### src/sv/snld_pkg.sv
package snld_pkg;

  // Field widths fixed by the item formats.
  localparam int ADDR_W  = 18;
  localparam int DIM_W   = 10;
  localparam int WORD_W  = 16;
  localparam int COLOR_W = 4;

  // ROM size and the largest sprite dimension.
  localparam int ROM_WORDS     = 262144;
  localparam int MAX_DIMENSION = 1024;

  localparam logic [ADDR_W-1:0]  PTR_LAST   = ADDR_W'(ROM_WORDS - 1);
  localparam logic [DIM_W-1:0]   COL_LAST   = DIM_W'(MAX_DIMENSION - 1);
  localparam logic [WORD_W-1:0]  SKIP_WORD  = 16'h0f0f;
  localparam logic [COLOR_W-1:0] NIB_MARK   = 4'hf;
  localparam int                 TOP_SHIFT  = 12;
  localparam int                 MAX_RES    = 4;
  localparam int                 CNT_W      = 3;

  typedef struct packed {
    logic                begin_req;
    logic [ADDR_W-1:0]   start_address;
    logic [DIM_W-1:0]    sprite_height;
    logic [WORD_W-1:0]   rom_word;
  } in_item_t;

  typedef struct packed {
    logic                pixel_valid;
    logic [COLOR_W-1:0]  color;
    logic [DIM_W-1:0]    column;
    logic [DIM_W-1:0]    row;
    logic                line_end;
    logic                sprite_done;
    logic [ADDR_W-1:0]   fetch_address;
    logic                last;
  } out_item_t;

  // All results caused by one input item, oldest in entry 0.
  typedef struct packed {
    logic [CNT_W-1:0]            count;
    out_item_t [MAX_RES-1:0]     res;
  } batch_t;

  function automatic logic [ADDR_W-1:0] ptr_inc(input logic [ADDR_W-1:0] p);
    ptr_inc = (p == PTR_LAST) ? '0 : p + ADDR_W'(1);
  endfunction

endpackage

### src/sv/sprite_nibble_line_decoder_core.sv
// Sprite nibble line decoder.
// The input channel (in_valid, in_stall, in_data) carries either a begin
// transfer, which loads the start address and the height, or a ROM word
// fetched from the address last shown on fetch_address.
// Each input transfer produces one to four result transfers on the output
// channel (out_valid, out_stall, out_data); last marks the final one.
// A word gives three pixels when it closes a line and four otherwise; begin
// transfers, ignored words and skipped line-start words give one result.
// An input transfer is registered in the input register and its results in
// the output queue before the first result is offered. Results leave at one
// per cycle while out_stall is low, and the next item is decoded in the
// cycle its predecessor's last result is taken, with no gap between words.
// The input register keeps accepting while results wait; when the receiver
// stalls, the pending results hold and in_stall rises once the input
// register is also full.
// Reset leaves the block finished: words are ignored until a begin transfer.
module sprite_nibble_line_decoder_core
  import snld_pkg::*;
(
  input  logic      clk,
  input  logic      rst_n,
  input  logic      in_valid,
  output logic      in_stall,
  input  in_item_t  in_data,
  output logic      out_valid,
  input  logic      out_stall,
  output out_item_t out_data
);

  in_item_t item_r;
  logic     item_vld_r, item_vld_nxt;
  logic     can_load;
  logic     fire;
  logic     accept;
  batch_t   batch;

  assign fire     = item_vld_r && can_load;
  assign in_stall = item_vld_r && !fire;
  assign accept   = in_valid && !in_stall;

  always_comb begin
    item_vld_nxt = item_vld_r;
    if (accept) begin
      item_vld_nxt = 1'b1;
    end else if (fire) begin
      item_vld_nxt = 1'b0;
    end
  end

  always_ff @(posedge clk) begin
    if (accept) begin
      item_r <= in_data;
    end
    if (!rst_n) begin
      item_vld_r <= 1'b0;
    end else begin
      item_vld_r <= item_vld_nxt;
    end
  end

  snld_decode u_decode (
    .clk   (clk),
    .rst_n (rst_n),
    .fire  (fire),
    .item  (item_r),
    .batch (batch)
  );

  snld_out_queue u_out_queue (
    .clk       (clk),
    .rst_n     (rst_n),
    .load      (fire),
    .batch     (batch),
    .can_load  (can_load),
    .out_valid (out_valid),
    .out_stall (out_stall),
    .out_data  (out_data)
  );

endmodule

### src/sv/snld_decode.sv
module snld_decode
  import snld_pkg::*;
(
  input  logic     clk,
  input  logic     rst_n,
  input  logic     fire,
  input  in_item_t item,
  output batch_t   batch
);

  logic [ADDR_W-1:0] ptr_r, ptr_nxt;
  logic [DIM_W-1:0]  row_r, row_nxt;
  logic [DIM_W-1:0]  col_r, col_nxt;
  logic [DIM_W-1:0]  height_r, height_nxt;
  logic              line_start_r, line_start_nxt;
  logic              finished_r, finished_nxt;

  always_comb begin
    logic [DIM_W:0]       csum;
    logic [COLOR_W-1:0]   nib;
    logic                 ends_line;
    logic [DIM_W-1:0]     row_inc;

    ptr_nxt        = ptr_r;
    row_nxt        = row_r;
    col_nxt        = col_r;
    height_nxt     = height_r;
    line_start_nxt = line_start_r;
    finished_nxt   = finished_r;
    batch          = '0;
    csum           = '0;
    nib            = '0;
    ends_line      = (item.rom_word[COLOR_W-1:0] == NIB_MARK);
    row_inc        = row_r + DIM_W'(1);

    if (item.begin_req) begin
      ptr_nxt        = (item.start_address == '0) ? PTR_LAST
                                                  : item.start_address - ADDR_W'(1);
      height_nxt     = item.sprite_height;
      row_nxt        = '0;
      col_nxt        = '0;
      line_start_nxt = 1'b0;
      finished_nxt   = (item.sprite_height == '0);
      batch.count    = CNT_W'(1);
    end else if (finished_r) begin
      batch.count    = CNT_W'(1);
    end else if (line_start_r && item.rom_word == SKIP_WORD) begin
      ptr_nxt        = ptr_inc(ptr_r);
      batch.count    = CNT_W'(1);
    end else begin
      line_start_nxt = 1'b0;
      for (int k = 0; k < MAX_RES; k++) begin
        nib  = item.rom_word[TOP_SHIFT - 4*k +: COLOR_W];
        csum = {1'b0, col_r} + (DIM_W+1)'(k);
        batch.res[k].pixel_valid = 1'b1;
        batch.res[k].color       = (nib == NIB_MARK) ? '0 : nib;
        batch.res[k].column      = (csum > {1'b0, COL_LAST}) ? COL_LAST : csum[DIM_W-1:0];
        batch.res[k].row         = row_r;
      end
      ptr_nxt = ptr_inc(ptr_r);
      if (ends_line) begin
        // The line closes on the third pixel; the fourth nibble is the marker.
        col_nxt                  = '0;
        row_nxt                  = row_inc;
        line_start_nxt           = 1'b1;
        finished_nxt             = (row_inc >= height_r);
        batch.count              = CNT_W'(3);
        batch.res[3]             = '0;
        batch.res[2].line_end    = 1'b1;
        batch.res[2].sprite_done = (row_inc >= height_r);
      end else begin
        csum        = {1'b0, col_r} + (DIM_W+1)'(MAX_RES);
        col_nxt     = (csum > {1'b0, COL_LAST}) ? COL_LAST : csum[DIM_W-1:0];
        batch.count = CNT_W'(MAX_RES);
      end
    end

    // Status and address reflect the state after the whole item.
    for (int k = 0; k < MAX_RES; k++) begin
      batch.res[k].fetch_address = ptr_nxt;
      batch.res[k].last          = (CNT_W'(k + 1) == batch.count);
      if (!batch.res[k].pixel_valid) begin
        batch.res[k].sprite_done = finished_nxt;
      end
    end
  end

  always_ff @(posedge clk) begin
    if (!rst_n) begin
      ptr_r        <= '0;
      row_r        <= '0;
      col_r        <= '0;
      height_r     <= '0;
      line_start_r <= 1'b0;
      finished_r   <= 1'b1;
    end else if (fire) begin
      ptr_r        <= ptr_nxt;
      row_r        <= row_nxt;
      col_r        <= col_nxt;
      height_r     <= height_nxt;
      line_start_r <= line_start_nxt;
      finished_r   <= finished_nxt;
    end
  end

endmodule

### src/sv/snld_out_queue.sv
module snld_out_queue
  import snld_pkg::*;
(
  input  logic      clk,
  input  logic      rst_n,
  input  logic      load,
  input  batch_t    batch,
  output logic      can_load,
  output logic      out_valid,
  input  logic      out_stall,
  output out_item_t out_data
);

  out_item_t [MAX_RES-1:0] slots_r, slots_nxt;
  logic [CNT_W-1:0]        cnt_r, cnt_nxt;
  logic                    take;

  assign out_valid = (cnt_r != '0);
  assign out_data  = slots_r[0];
  assign take      = out_valid && !out_stall;
  // A new batch may enter when the queue is empty or as the last result of the current one leaves.
  assign can_load  = (cnt_r == '0) || (cnt_r == CNT_W'(1) && take);

  always_comb begin
    slots_nxt = slots_r;
    cnt_nxt   = cnt_r;
    if (load) begin
      slots_nxt = batch.res;
      cnt_nxt   = batch.count;
    end else if (take) begin
      for (int k = 0; k < MAX_RES - 1; k++) begin
        slots_nxt[k] = slots_r[k+1];
      end
      slots_nxt[MAX_RES-1] = '0;
      cnt_nxt              = cnt_r - CNT_W'(1);
    end
  end

  always_ff @(posedge clk) begin
    slots_r <= slots_nxt;
    if (!rst_n) begin
      cnt_r <= '0;
    end else begin
      cnt_r <= cnt_nxt;
    end
  end

endmodule
### config.mk
export PLATFORM = sky130hd
export DESIGN_NAME = sprite_nibble_line_decoder_core
export DESIGN_NICKNAME = d
export VERILOG_FILES = /design/src/sv/snld_pkg.sv /design/src/sv/sprite_nibble_line_decoder_core.sv /design/src/sv/snld_decode.sv /design/src/sv/snld_out_queue.sv
export SDC_FILE = /design/constraint.sdc
export NUM_CORES = 1
export LEC_CHECK = 0
export BUFFER_PORTS_ARGS = -buffer_cell sky130_fd_sc_hd__clkbuf_2
export CAP_MARGIN = 20
export CELL_PAD_IN_SITES_DETAIL_PLACEMENT = 1
export CELL_PAD_IN_SITES_GLOBAL_PLACEMENT = 1
export CORE_UTILIZATION = 53
export DETAILED_ROUTE_END_ITERATION = 12
export GPL_TIMING_DRIVEN = 0
export MAX_ROUTING_LAYER = met4
export PLACE_DENSITY = 0.9
export SLEW_MARGIN = 20
export SYNTH_ARGS = -nofsm -noshare
export SYNTH_HDL_FRONTEND = slang
export SYNTH_SLANG_ARGS = --single-unit
### constraint.sdc
create_clock -name clk -period 9.5 [get_ports clk]
set_input_delay 0.475 -clock clk [delete_from_list [all_inputs] [get_ports clk]]
set_output_delay 0.475 -clock clk [all_outputs]
set_load 0.01 [all_outputs]
==> results, run 1 <==
- Derived from the worst setup path, the maximum achievable clock frequency is 253 MHz.
- The wire length of the first global-routing pass is 56200 µm.
- The final wirelength is 35700 µm.
- In this run the worst path has a maximum fanout of 10.
- The die covers 25300 µm².
- The cell area after synthesis is 13100 µm².
- The number of hold violations in the final report is 0.
- Synthesis instantiated 78 different standard cells from the library.
- CTS saw 280 sinks.
- The kind of path behind the tightest hold check is in -> reg.
- In this run the static leakage power is 5.79 nW.
- At the pin with the least slew margin, the transition time is 1020 ps.
- The total number of H-tree levels is 1.
- The total routing resource utilization after global routing is 29.2%.
- The final standard cell count with taps included and fillers excluded is 1565.
- The final routed DRC violation total is 0.
- The worst ir drop on vdd is 0.000169 V.
- The post-route setup TNS is 0 ps.
- The critical path arrival is 4370 ps.
- The most used flip-flop cell after synthesis is sky130_fd_sc_hd__edfxtp_1.
- From left edge to right edge, the die measures 159 µm.
- The cell accounting for the most synthesized area is sky130_fd_sc_hd__edfxtp_1.
- In the final layout, the share of cells above drive strength 1 is 18.3%.
- In this run the power density over the cells is 298 nW/µm².
- The initial standard-cell utilization of the core is 53.8%.
- Prior to clock tree synthesis, the placed netlist has a worst setup slack of 5740 ps.
- The setup slack on the worst flop-to-flop path is 5540 ps.
- Compared with the post-synthesis result, the final layout area differs by 14.7%.
- The maximum number of buffers from clock root to sink is 3.
- The number of gates resized after CTS was 0.
- The flow ran to the end, and the final reports show no timing, DRC or antenna violations.
- The floorplan row count is 57.
- The clock arrives with 11.0 ps of skew.
- After legalization and detailed placement, the total HPWL measured 24300 µm.
- The startpoint identified for the worst hold timing path is in_data[26].
- The destination of the worst register-to-register timing path is u_out_queue.slots_r[92]$_DFFE_PP_.
- The weighted congestion reported at the end of routability-driven placement is 0.906.
- Synthesis inferred 280 register bits.
- From bottom edge to top edge, the die measures 159 µm.
- The tree is rooted in a sky130_fd_sc_hd__clkbuf_16.
- Synthesis produced a netlist with a net count of 1160.
- The number of global-route vias before repair came to 10281.
- The path with the worst hold slack has its endpoint at item_r[26]$_DFFE_PP_.
- The endpoint type of the worst setup path is a flop.
- The final period demand of the worst path is 3960 ps.
- The number of buffers created by CTS is 29.
- In the routed layout, each cell is associated on average with a via count of 6.13.
- For this run, the share of the core covered by cells in the final layout is 61.7%.
- The startpoint of the lowest-slack register-to-register path is u_out_queue.cnt_r[0]$_SDFFE_PN0P_.
- After synthesis, the mean cell area works out to 12.0 µm².
- In this run the biggest area consumer among cell types represents 51.8% of the synthesized area.
- The clock latency of the later-clocked register in the worst-skew pair is 550 ps.
- The net count of the finished layout is 1291.
- The iteration-0 DRC count of the detailed router is 655.
- STA classifies the critical path startpoint as a flop.
- After clock tree synthesis, the setup repair step added 0 buffers.
- Setup repair after global routing left no endpoint under its margin.
- The post-synthesis instance total is 1088.
- The count of endpoints failing setup in the final report is 0.
- Entering global routing, the biggest net connects 64 pins.
- Across all hold checks on the routed design, the worst slack comes to 101 ps.
- The worst setup path is of the reg -> reg kind.
- After layout, the worst path uses 41.7% of the clock period.
- The number of cells on the worst reg-to-reg path is 9.
- For this design the top-level I/O count stands at 97.
- Counting flops with a built-in enable in the synthesized netlist gives 225.
- The final number of max-transition violations is 0.
- The clock tree from TritonCTS is yes.
- The warning count from the yosys run is 0.
- The number of nets with antenna violations after detailed routing is 0.
- The number of antenna violations at the first check in global routing is 0.
- Data on the critical path is required at its endpoint by 9910 ps.
- The number of placed instances, taps included is 1512.
- The post-detailed-route wirelength per cell is 22.8 µm.
- In the post-route analysis, the smallest setup slack over all paths is 5540 ps.
- For this run, asynchronously set or reset flops after synthesis account for 0%.
- The max-capacitance violation count is 0.
- 0 antenna diodes ended up in the layout.
- Input and output buffers added on the ports amount to 96.
- The core area is 24200 µm².
- The worst pin sits at a relative slew slack of 31.2%.
- The overall overflow remaining after global route is 0.
- The clock input transition at the sequential cells of the worst setup and hold paths is 70 ps.
- The first detailed-routing pass ran for 5 iterations.
- The number of buffers inserted for hold repair after clock tree synthesis is 0.
- Yosys attributes the largest share of cell area to sky130_fd_sc_hd__edfxtp_1 52%, sky130_fd_sc_hd__dfxtp_1 8.4%, sky130_fd_sc_hd__a22o_1 4.2%.
- The hold path depth is 1.
- The routed layout has 9589 vias.
- After synthesis, flip-flops and latches occupy 60.2% of the total area.
==> layer usage <==
layer  GRT usage (%)  wire length [µm]  part of all wire (%)  up-vias
li1                -                 -                     -     4335
met1            32.6             13700                    38     4811
met5               -                 0                     0        -
met3            3.47              1750                   4.9      107
met4            13.7              1620                   4.5        0
met2            52.0             18700                    52      336
==> worst max-delay path: stages (launching register included) <==
cell,delay [ps]
sky130_fd_sc_hd__dfxtp_1,380
sky130_fd_sc_hd__inv_1,90
sky130_fd_sc_hd__ha_1,210
sky130_fd_sc_hd__clkbuf_1,180
sky130_fd_sc_hd__a21oi_1,690
sky130_fd_sc_hd__and2_1,230
sky130_fd_sc_hd__clkbuf_1,360
sky130_fd_sc_hd__clkbuf_1,560
sky130_fd_sc_hd__clkbuf_1,820
sky130_fd_sc_hd__a21o_1,270
==> registers in the layout, indices dropped and copies added (netlist names) <==
signal,flops
u_out_queue.cnt_r,3
u_decode.height_r,10
u_decode.row_r,10
u_decode.ptr_r,18
u_decode.finished_r,1
u_decode.line_start_r,1
item_vld_r,1
item_r,45
u_decode.col_r,9
u_out_queue.slots_r,136
u_out_queue.out_data,46
==> placed cells by master, fill, tap and decap left out, types with 22 or more instances in the layout <==
| master | synthesis | layout |
|---|---|---|
| sky130_fd_sc_hd__edfxtp_1 | 225 | 225 |
| sky130_fd_sc_hd__clkbuf_2 | 0 | 96 |
| sky130_fd_sc_hd__nand2_1 | 94 | 94 |
| sky130_fd_sc_hd__a22o_1 | 62 | 62 |
| sky130_fd_sc_hd__clkbuf_1 | 51 | 58 |
| sky130_fd_sc_hd__dfxtp_1 | 55 | 55 |
| sky130_fd_sc_hd__a21oi_1 | 50 | 50 |
| sky130_fd_sc_hd__buf_4 | 47 | 47 |
| sky130_fd_sc_hd__a21o_1 | 45 | 45 |
| sky130_fd_sc_hd__nor2_1 | 44 | 44 |
| sky130_fd_sc_hd__o21ai_0 | 42 | 42 |
| sky130_fd_sc_hd__clkbuf_16 | 0 | 29 |
| sky130_fd_sc_hd__inv_1 | 28 | 28 |
| sky130_fd_sc_hd__and2_1 | 26 | 26 |
| sky130_fd_sc_hd__nand3_1 | 23 | 23 |
| sky130_fd_sc_hd__ha_1 | 23 | 23 |
| sky130_fd_sc_hd__xnor2_1 | 22 | 22 |
==> cell usage after synthesis (all sizes together) (10+ instances only) <==
cell    count
a31oi      10
and2       28
nand3      23
or3        10
xnor2      22
buf        58
a211oi     14
nor2       44
a21o       51
o21ai      42
inv        28
xor2       11
nand2      94
a22o       62
nor4       16
o22ai      10
edfxtp    225
a21oi      51
clkbuf     55
nand4      13
dfxtp      55
o21a       17
nor3       18
ha         23
==> worst max path at each step <==
stage                                            startpoint                                end  slack (ps)  cells after the start
after floorplan           u_out_queue.cnt_r[0]$_SDFFE_PN0P_  u_out_queue.cnt_r[2]$_SDFFE_PN0P_        3050                      7
after global placement    u_out_queue.cnt_r[0]$_SDFFE_PN0P_  u_out_queue.cnt_r[2]$_SDFFE_PN0P_        1190                      7
after detailed placement  u_out_queue.cnt_r[0]$_SDFFE_PN0P_  u_out_queue.slots_r[92]$_DFFE_PP_        5740                      9
after CTS                 u_out_queue.cnt_r[0]$_SDFFE_PN0P_  u_out_queue.slots_r[92]$_DFFE_PP_        5610                      9
after global routing      u_out_queue.cnt_r[0]$_SDFFE_PN0P_  u_out_queue.slots_r[92]$_DFFE_PP_        5480                      9
final                     u_out_queue.cnt_r[0]$_SDFFE_PN0P_  u_out_queue.slots_r[92]$_DFFE_PP_        5540                      9
==> power by group <==
part	leakage [nW]	internal (mW)	switching [mW]
combinational	2.68	0.467	0.737
sequential	2.67	1.96	0.181
clock	0.443	0.640	0.475
==> per-stage QoR <==
step	total power [mW]	area, µm²
after detailed placement	3.34	14100
final	4.45	15000
after floorplan	2.94	13100
after global placement	3.32	13900
after global routing	4.64	15000
after CTS	4.48	15000
==> final cells by class <==
type	count	area (µm²)
clock buffers	36	752
well taps	324	405
repair buffers	100	591
fillers	2498	9280
plain buffers	113	651
flip-flops and latches	280	7860
clock inverters	17	158
inverters	31	116
multi-input cells	664	4440
==> cell families (layout without fill, tap and decap cells) <==
logic type	Yosys count	count (layout)	synth area share, %
DFF	280	280	60.2
adders and majority gates	23	23	2.21
xor gates and xnor gates	33	33	2.21
and+or+nand+nor	289	289	11.4
AOI/OAI and AO/OA	314	314	17.7
muxes	5	5	0.384
buffers and inverters	144	297	5.88
Power figures use the tool's default switching activity.
==> run 2: changes to the inputs <==
--- a/config.mk
+++ b/config.mk
@@ -5,15 +5,16 @@
 export SDC_FILE = /design/constraint.sdc
 export NUM_CORES = 1
 export LEC_CHECK = 0
+export ABC_AREA = 1
 export BUFFER_PORTS_ARGS = -buffer_cell sky130_fd_sc_hd__clkbuf_2
 export CAP_MARGIN = 20
 export CELL_PAD_IN_SITES_DETAIL_PLACEMENT = 1
 export CELL_PAD_IN_SITES_GLOBAL_PLACEMENT = 1
-export CORE_UTILIZATION = 53
+export CORE_UTILIZATION = 47
 export DETAILED_ROUTE_END_ITERATION = 12
 export GPL_TIMING_DRIVEN = 0
 export MAX_ROUTING_LAYER = met4
-export PLACE_DENSITY = 0.9
+export PLACE_DENSITY = 0.85
 export SLEW_MARGIN = 20
 export SYNTH_ARGS = -nofsm -noshare
 export SYNTH_HDL_FRONTEND = slang
==> constraint.sdc (replaced) <==
create_clock -name clk -period 3.7 [get_ports clk]
set_input_delay 0.185 -clock clk [delete_from_list [all_inputs] [get_ports clk]]
set_output_delay 0.185 -clock clk [all_outputs]
set_load 0.01 [all_outputs]
==> run 2 against run 1 <==
  * Sequential power rose by 150%
  * Area after synthesis is 1.0% higher
  * Count of clock-buffer cells in the layout is 1 higher
  * Total power grew to 2.5 times the previous value
  * Highest routed layer unchanged
  * Final cell count up 25%
  * Sequential cell count is the same
  * Die area is 14% higher
  * Core utilization decreased by 4.3 points
==> results, run 2 <==
- The flip-flop count of the largest register, all copies and words added is 136 (unchanged).
- The number of I/O pins is 97 (unchanged).
- The highest-delay cell along the critical path is sky130_fd_sc_hd__dfxtp_1.
- The floorplan row count is 60 (+5.3%).
- The cell accounting for the most synthesized area is sky130_fd_sc_hd__edfxtp_1.
- The slew at the pin closest to its max-slew limit came to 738 ps (-278 ps).
- The combinational fraction of design power is 25.9% (-1.1 points).
- The number of global-route vias before repair came to 11067 (+7.6%).
- The number of clock sinks came to 280 (unchanged).
- The post-synth net total was 1453 (+25%).
- The overall overflow remaining after global route is 0 (unchanged).
- The critical path data required time came to 4020 ps (-5890 ps).
- The cell with the most instances after synthesis is sky130_fd_sc_hd__nand2_1.
- The post-layout net count is 1628 (+26%).
- The most prevalent standard cell on the critical path is sky130_fd_sc_hd__nand2_1.
- The classification of the worst setup path is reg -> reg.
- The final wirelength is 35300 µm (-1.3%).
- The iteration-0 DRC count of the detailed router is 653 (-0.31%).
- Sorting the synthesized cells by how often they occur yields 458 x sky130_fd_sc_hd__nand2_1, 225 x sky130_fd_sc_hd__edfxtp_1, 136 x sky130_fd_sc_hd__inv_1, 96 x sky130_fd_sc_hd__nand3_1, 74 x sky130_fd_sc_hd__nor2_1.
- The share of the synthesized area in the top cell type came to 51.3% (-0.52 points).
- The placed cell area is 14200 µm² (+0.90%).
- The post-detailed-route wirelength per cell is 18.1 µm (-21%).
- The die outline width was 169 µm (+6.6%).
- The fraction of final layout cells with drive strength greater than 1 was 18.4% (+0.13 points).
- The core area came to 27300 µm² (+12%).
- The largest net degree at the start of global routing is 94 (+47%).
- The cell-internal power is 7.77 mW (+150%).
- TritonCTS built the clock tree.
- The number of vias per cell after detailed routing is 5.20 (-15%).
- The initial standard-cell utilization of the core is 48.4% (-5.4 points).
- The power density relative to cell area is 723 nW/µm² (+140%).
- The fill cell total of the finished layout is 3104 (+24%).
- The summed area of non-filler cells in the final layout came to 15700 µm² (+4.6%).
- The adder-cell area share of the yosys netlist came to 2.18% (-0.022 points).
- The total number of H-tree levels is 1 (unchanged).
- The wire length of the first global-routing pass was 57500 µm (+2.4%).
- The average size of a mapped cell is 9.55 µm² (-20%).
- The maximum number of buffers from clock root to sink is 3 (unchanged).
- The remaining max-slew budget at the tightest pin was 50.8% (+20 points).
- The net switching power of the design is 3.56 mW (+160%).
- u_out_queue.slots_r holds more flip-flops than any other register.
- The number of placed instances, taps included was 1850 (+22%).
- The routed via count is 10154 (+5.9%).
- The weighted congestion reported at the end of routability-driven placement is 0.899 (-0.83%).
- The length of the first detailed-routing pass in iterations is 5 (unchanged).
- In the layout the commonest cells are 457 x sky130_fd_sc_hd__nand2_1, 225 x sky130_fd_sc_hd__edfxtp_1, 135 x sky130_fd_sc_hd__inv_1.
- STA classifies the critical path endpoint as a flop.
- The total routing resource utilization after global routing is 26.3% (-2.9 points).
- The most common library cell in the layout ignoring fill and taps is sky130_fd_sc_hd__nand2_1.
- Ranked by total cell area, the synthesized netlist is headed by sky130_fd_sc_hd__edfxtp_1 51%, sky130_fd_sc_hd__nand2_1 13%, sky130_fd_sc_hd__dfxtp_1 8.4%.
- The clock latency of the later-clocked register in the worst-skew pair was 570 ps (+20 ps).
- Compared with the post-synthesis result, the final layout area differs by 18.8%.
- The worst setup path is launched from a flop.
- The number of synthesized flops with an enable pin is 225 (unchanged).
- The peak clock frequency supported by timing was 338 MHz (+34%).
- The clock input transition at the sequential cells of the worst setup and hold paths is 60 ps (about the same).
- The clock skew is 21.7 ps (+10.7 ps).
- The distinct cell type count of the synthesized netlist was 44 (-44%).
- The sequential fraction of design power is 46.8% (-1.2 points).
- The half-perimeter wire length of the detailed placement result came to 24600 µm (+1.3%).
- The number of nets with antenna violations after detailed routing is 0 (unchanged).
- The final period demand of the worst path is 2960 ps (-1000 ps).
- The share of the yosys chip area belonging to registers is 59.6% (-0.61 points).
- The worst ir drop on vdd came to 0.000566 V (+240%).
- The multiplexer fraction of the synthesized cell area is 0% (-0.38 points).
- The number of antenna violations at the first check in global routing is 0 (unchanged).
- The number of inserted diodes came to 0 (unchanged).
- The count of endpoints failing setup in the final report is 0 (unchanged).
- The proportion of synthesized flip-flops having asynchronous set or reset was 0% (unchanged).
- The vertical extent of the die came to 169 µm (+6.6%).
- The proportion of total power due to net switching is 31.4% (+0.15 points).
- The post-route setup TNS is 0 ps (unchanged).
- The reported leakage power is 7.09 nW (+22%).
- The final standard cell count with taps included and fillers excluded came to 1952 (+25%).
- The leading register cell type out of synthesis is sky130_fd_sc_hd__edfxtp_1.
- The final number of max-transition violations is 0 (unchanged).
- The share of the cycle needed by the critical path after routing is 79.9% (+38 points).
- The overall die area is 28700 µm² (+14%).
- By area, the combinational part of the netlist is dominated by simple AND/OR/NAND/NOR gates.
- The number of flip-flops and latches in the synthesized netlist came to 280 (unchanged).
- The final routed DRC violation total is 0 (unchanged).
- The delay of the slowest critical-path stage is 400 ps (-420 ps).
- The cell area after synthesis was 13200 µm² (+1.0%).
- The warning count from the yosys run is 0 (unchanged).
- The minimum setup slack in the final design is 744 ps (-4800 ps).
- The kind of path behind the tightest hold check is in -> reg.
- The share of the synthesized area in compound gates (AO/OA/AOI/OAI) is 5.21% (-13 points).
- The xor and xnor area share after synthesis was 1.20% (-1.0 points).
- The post-synthesis simple-gate area fraction is 23.2% (+12 points).
- The run finished with clean final reports.
- The number of hold violations in the final report is 0 (unchanged).
- The highest net fanout along the worst path came to 5 (-5).
- The max-capacitance violation count is 0 (unchanged).
- Setup repair after global routing left no endpoint under its margin.
- The post-synthesis instance total was 1381 (+27%).
- The number of buffers created by CTS came to 30 (+3.4%).
- The library cell used as clock root buffer is sky130_fd_sc_hd__clkbuf_16.
- The post-CTS setup buffer count came to 0 (unchanged).
- The critical path arrival is 3280 ps (-1090 ps).
- Walking the worst path, the cells encountered are inv_1 > nor3_2 > nand4_1 > nor3_1 > xor2_1 > ha_1 > a21oi_1 > o21a_1 > nand3_1 > nand3_1 > nand2_1 > nand2_1 > nand2_1 > nand2_1 > nand2_1.
- The number of buffers inserted by port buffering is 95 (-1.0%).
- The share of total power in the clock network was 27.3% (+2.3 points).
- The minimum setup slack after placement was 794 ps (-4950 ps).
run 2: cell count changes after synthesis, moves of 15 or more:
cell and delta:
sky130_fd_sc_hd__clkbuf_1 -44, sky130_fd_sc_hd__nand2_2 +15, sky130_fd_sc_hd__a22o_1 -60, sky130_fd_sc_hd__a21oi_1 -19, sky130_fd_sc_hd__inv_1 +108, sky130_fd_sc_hd__xnor2_1 -21, sky130_fd_sc_hd__nand3_1 +73, sky130_fd_sc_hd__and2_1 -26
sky130_fd_sc_hd__nor2_1 +30, sky130_fd_sc_hd__a21o_1 -45, sky130_fd_sc_hd__o21a_1 -16, sky130_fd_sc_hd__nand2_1 +364
run 2: through the flow:
step / utilization (%) / hold slack, ps / total power, mW
after global routing: 57.5 / 108 / 11.9
final: 57.5 / 115 / 11.3
after detailed placement: 52.1 / 364 / 8.25
after CTS: 57.5 / 84.0 / 11.4
after floorplan: - / 284 / 7.17
after global placement: 51.9 / 362 / 8.04
run 2: final timing paths:
check	from	end	slack, ps	cells past startpoint
min reg2reg	u_decode.height_r[6]$_SDFFE_PN0P_	u_decode.height_r[6]$_SDFFE_PN0P_	480	2
min	rst_n	u_decode.height_r[2]$_SDFFE_PN0P_	110	3
max reg2reg	u_decode.row_r[0]$_SDFFE_PN0P_	u_out_queue.out_data[19]$_DFFE_PP_	740	15
max	u_decode.row_r[0]$_SDFFE_PN0P_	u_out_queue.out_data[19]$_DFFE_PP_	740	15
run 2: metal layers:
layer / track usage (%) / routed length [µm]
met5: - / 0
met4: 5.84 / 707
met3: 2.73 / 1310
met2: 45.9 / 17800
met1: 33.0 / 15500
run 2: repair_timing:
item / CTS / global route
hold endpoints to repair: 46 / 0
gates resized for setup: 0 / 0
hold buffers: 46 / 0
run 2: area by class of cell:
cell class              count  area (µm²)  share of cell area (%)
repair buffers            143         983                    6.28
clock buffers              37         807                    5.15
clock inverters            19         210                    1.34
inverters                 151         569                    3.63
plain buffers              84         569                    3.63
well taps                 372         465                    2.97
flip-flops and latches    280        7860                    50.2
multi-input cells         866        4200                    26.8
run 2: worst max-delay path, delay by kind of cell, from the launching register on:
family / cells / cell delay [ps]
adder cells (fa/ha/maj): 1 / 290
flip-flops: 1 / 400
AND/OR/NAND/NOR: 10 / 1370
XOR/XNOR: 1 / 240
AO/OA/AOI/OAI: 2 / 310
buffers and inverters: 1 / 100
run 2: power groups by stage:
| stage | Clock [mW] | Combinational (mW) | Sequential, mW |
|---|---|---|---|
| 4_1_cts | 3.13 | 2.97 | 5.31 |
| 5_1_grt | 3.24 | 3.23 | 5.41 |
| 6_report | 3.09 | 2.93 | 5.30 |
| 3_5_place_dp | 0 | 2.90 | 5.35 |
| 2_1_floorplan | 0 | 1.91 | 5.26 |
| 3_3_place_gp | 0 | 2.68 | 5.36 |
run 2: kinds of logic (layout without fill, tap and decap cells):
family                   after synthesis  after routing
adder cells (fa/ha/maj)               23             23
buffers and inverters                235            434
flip-flops                           280            280
AO/OA/AOI/OAI                        118            118
XOR/XNOR                              18             18
AND/OR/NAND/NOR                      707            707
